--- src/hw/rtl/depth_reprojection_zbuffer_macros.svh ---
// assertion macros for the depth reprojection z-buffer
`ifndef DEPTH_REPROJECTION_ZBUFFER_MACROS_SVH
`define DEPTH_REPROJECTION_ZBUFFER_MACROS_SVH
`ifndef SYNTH
`define DRZ_ASSERT(lbl, cond) \
	lbl: assert property (@(posedge clk) disable iff (!arst_n) (cond)) \
		else $error("zbuffer check failed");
`define DRZ_ASSERT_NEXT(lbl, pre, post) \
	lbl: assert property (@(posedge clk) disable iff (!arst_n) (pre) |=> (post)) \
		else $error("zbuffer check failed");
`else
`define DRZ_ASSERT(lbl, cond)
`define DRZ_ASSERT_NEXT(lbl, pre, post)
`endif
`endif

--- src/hw/rtl/drz_ram.sv ---
module drz_ram #(
	parameter int WIDTH = 40,
	parameter int DEPTH = 16,
	localparam int AW = $clog2(DEPTH)
) (
	input logic clk,
	input logic we,
	input logic [AW-1:0] waddr,
	input logic [WIDTH-1:0] wdata,
	input logic re,
	input logic [AW-1:0] raddr,
	output logic [WIDTH-1:0] rdata
);

	logic [WIDTH-1:0] mem [DEPTH];

	always_ff @(posedge clk) begin
		if (we)
			mem[waddr] <= wdata;
		if (re)
			rdata <= mem[raddr];
	end

endmodule

--- config.mk ---
export PLATFORM = sky130hd
export DESIGN_NAME = drz_ram
export DESIGN_NICKNAME = d
export VERILOG_FILES = /design/src/hw/rtl/depth_reprojection_zbuffer_macros.svh /design/src/hw/rtl/drz_ram.sv
export SDC_FILE = /design/constraint.sdc
export NUM_CORES = 1
export LEC_CHECK = 0
export BUFFER_PORTS_ARGS = -buffer_cell sky130_fd_sc_hd__buf_2
export CAP_MARGIN = 20
export CORE_MARGIN = 1.5
export CORE_UTILIZATION = 60
export DETAILED_ROUTE_END_ITERATION = 8
export PLACE_DENSITY = 0.79
export RECOVER_POWER = 100
export SLEW_MARGIN = 5
export SYNTH_ARGS = -nofsm -noshare
export SYNTH_HDL_FRONTEND = slang
export SYNTH_SLANG_ARGS = --single-unit
--- constraint.sdc ---
create_clock -name clk -period 10.55 [get_ports clk]
set_input_delay 0 -clock clk [delete_from_list [all_inputs] [get_ports clk]]
set_output_delay 0 -clock clk [all_outputs]
set_load 0.03 [all_outputs]
==> results by group <==
Final layout
  • Layout cells sized above 1: ~17%
  • Commonest non-fill, non-tap cells in the layout: edfxtp_1, clkbuf_1, mux4_2, a22oi_1, clkbuf_16
  • Finished Layout Cells: between 1500 and 2000
  • Area growth from synthesis to final layout: 12.91%
  • Most common cell after layout, fill and taps aside: edfxtp_1
  • Fillers: 2477
  • Nets: approximately 1300

Floorplan
  • Die ar.: between 40000 and 50000 um^2
  • Chip width: about 210 um
  • Initial Util: 60.87%
  • Cell Rows: 75
  • Num ports: slightly above 90
  • Core Region: 41950 um^2
  • Die H: approximately 210 um

GRT
  • Total GRT Usage: 24.75%
  • Largest net degree at the start of global routing: 86
  • GRT overflow: 0
  • Antenna violations before repair: 1
  • Number of global-route vias before repair: around 12000
  • First-pass GRT wire length: 77370 um

Yosys
  • Synthesized cell area: approximately 26000 um^2
  • YS warnings: 0
  • Post-synthesis sequential area ratio: between 70% and 80%
  • Compound-cell area share of the yosys netlist: 2.352%
  • Synth Area in XOR/XNOR: 0%
  • Yosys cell types: 18
  • Async set-or-reset flop fraction in the synthesized netlist: 0%
  • Area leader, netlist: edfxtp_1
  • Top area cells in the synthesized netlist: edfxtp_1, mux4_2, mux4_1, a22oi_1, buf_12
  • Multiplexer share of the synthesized area: between 10% and 20%
  • Cells after synthesis: 1040
  • Largest family of logic cells by synthesized area: multiplexers
  • Synth top area share: roughly 80%
  • Synthesized-area fraction occupied by adder cells: 0%
  • Post-synthesis area per instance: 24.55 um^2
  • Post-Synth Simple-Gate Area: under 10%
  • Top_reg_cell synth: edfxtp_1
  • Synthesis-stage register bit count: between 600 and 700
  • Syn nets: roughly 1100
  • Post-synth EDFFs: just under 700

Setup path
  • Slowest stage delay, CP: around 1900 ps
  • Crit path buf inv count: 3
  • Type of origin of the critical path: input port
  • Worst-path cell chain: buf_8 > clkbuf_1 > clkbuf_1 > mux4_1 > a22oi_1 > nand2_1
  • WP data arrival: 5150 ps
  • Delay-heaviest family, CP: buffers and inverters
  • WS Path Type: input port to flip-flop
  • CP Data Required Time: approximately 11000 ps
  • Slowest-stage cell, CP: clkbuf_1
  • Setup crit end kind: flip-flop
  • Most used cell along the critical path: clkbuf_1
  • Crit path max fanout: between 60 and 70

Pwr
  • Leakage power: between 9 and 10 nW
  • Final Power: 5.564 mW
  • Seq pwr share: ~55%
  • Switching power: ~1.2 mW
  • Clk pwr share: between 30% and 40%
  • Power density cells: around 190 nW/um^2
  • Share of total power in combinational logic: 5.1%
  • Pint: 4.405 mW
  • Peak VDD IR: roughly 110 uV
  • Sw frac: between 20% and 30%

Timing
  • Final WS setup: roughly 5700 ps
  • TNS Setup: 0 ps
  • RSZ-0062 raised after global routing: no
  • Max Clk Rate: slightly above 0.2 GHz
  • Final Cycle Share: between 40 and 50%
  • Fin. Hold Viols: 0
  • Slew margin rel.: -200.4%
  • Max-slew violations: 872
  • Crit path time final: around 4800 ps
  • Minimum hold slack: roughly 230 ps
  • Worst-case clock skew: 22.03 ps
  • Setup-failing EPs final: 0
  • Slew @ Worst Pin: about 4500 ps

Drt
  • Post-route ant nets: 0
  • Iteration-0 DRC Markers: 1511
  • Drt wl/cell: about 29 um
  • Via count: about 12000
  • Via-to-Cell Ratio: approximately 6.5
  • WL final: between 50000 and 60000 um
  • DR pass1 iterations: 5
  • DRC viols: 0

Clocking
  • Clock root cell: clkbuf_16
  • CTS clk-pin slew, worst paths: around 60 ps
  • Sink Count: 680
  • CTS tree: done
  • Clk_lat worst skew: 590 ps
  • H-tree depth: 3
  • TritonCTS Buffers: 68
  • Longest Clk Path Bufs: 3

Run
  • Max cap viols: 21

Place
  • Placement Setup Slack: a little under 8000 ps
  • Placed Cells: around 1600
  • Dpl hpwl: around 22000 um
  • # port buffers: 90
  • GPL Wtd Cong: between 0.7 and 0.8

Run status
  • Status: finished with violations
  • Failing checks: max-capacitance violations, max-slew violations

Hold path
  • Worst Hold Class: input port to flip-flop
logic make-up (layout without fill, tap and decap cells):
kind of cell,count (synthesis),in the layout
flip-flops,680,680
multiplexers,160,160
AO/OA/AOI/OAI,80,80
AND/OR/NAND/NOR,67,67
buffers and inverters,53,279
other,0,1
power by group through the flow:
| stage | registers (mW) | clock network (mW) | logic (mW) |
|---|---|---|---|
| finish | 3.07 | 2.21 | 0.283 |
| global route | 3.07 | 2.35 | 0.303 |
| CTS | 3.06 | 2.25 | 0.286 |
| detailed placement | 3.12 | 0 | 0.271 |
| global placement | 3.11 | 0 | 0.263 |
| floorplan | 3.14 | 0 | 0.146 |
layer usage:
| metal | GRT usage, % | part of all wire [%] | vias to the layer above |
|---|---|---|---|
| met1 | 36.31 | 40 | 6187 |
| li1 | - | - | 4889 |
| met5 | 0 | 0 | - |
| met2 | 39.14 | 49 | 642 |
| met4 | 7.446 | 2.1 | 0 |
| met3 | 4.369 | 9.2 | 91 |
tightest hold or removal path: stages:
cell and delay, ps:
buf_6 270, mux4_2 320, a22oi_1 60, nand2_1 60
final timing paths:
| kind | from | slack, ps | cells after the start | endpoint |
|---|---|---|---|---|
| hold / removal | raddr[1] | 230 | 4 | rdata[7] |
| setup / recovery | raddr[0] | 5720 | 6 | rdata[24] |
| hold reg to reg | mem[12][0] | 730 | 3 | rdata[0] |
| setup reg to reg | mem[13][39] | 9020 | 3 | rdata[39] |
state kept, by name, indices dropped and copies added (netlist names):
| register | cells |
|---|---|
| rdata | 40 |
| mem | 640 |
timing repair:
action / 4_1_cts / 5_1_grt
endpoints found under the hold margin: 640 / 0
hold buffers: 40 / 0
setup endpoints to repair: 0 / 0
gates resized for setup: 0 / 0
buffers inserted: 0 / 0
cells in the mapped netlist (2+ instances only):
master,number
nand2_1,41
buf_12,11
nor3_1,4
nand3b_1,2
clkbuf_1,27
buf_2,12
a22oi_1,80
nor2b_1,2
nor2_1,13
mux4_2,100
edfxtp_1,680
mux4_1,60
nand2b_1,2
buf_1,2
metrics by stage:
step	util, %	area [um^2]
after floorplan	-	25530
after global placement	63.38	26590
after detailed placement	63.38	26590
after CTS	69.18	29020
after global routing	68.72	28830
final	68.73	28830
area by class of cell:
cell class | count | area (um^2) | share of cell area, %
well taps | 539 | 674.4 | 2.339
flip-flops and latches | 680 | 20420 | 70.83
clock buffers | 91 | 1831 | 6.350
multi-input cells | 307 | 4831 | 16.76
diodes | 1 | 2.502 | 0.008680
repair buffers | 155 | 870.8 | 3.021
clock inverters | 33 | 200.2 | 0.6944
Power figures use the tool's default switching activity.
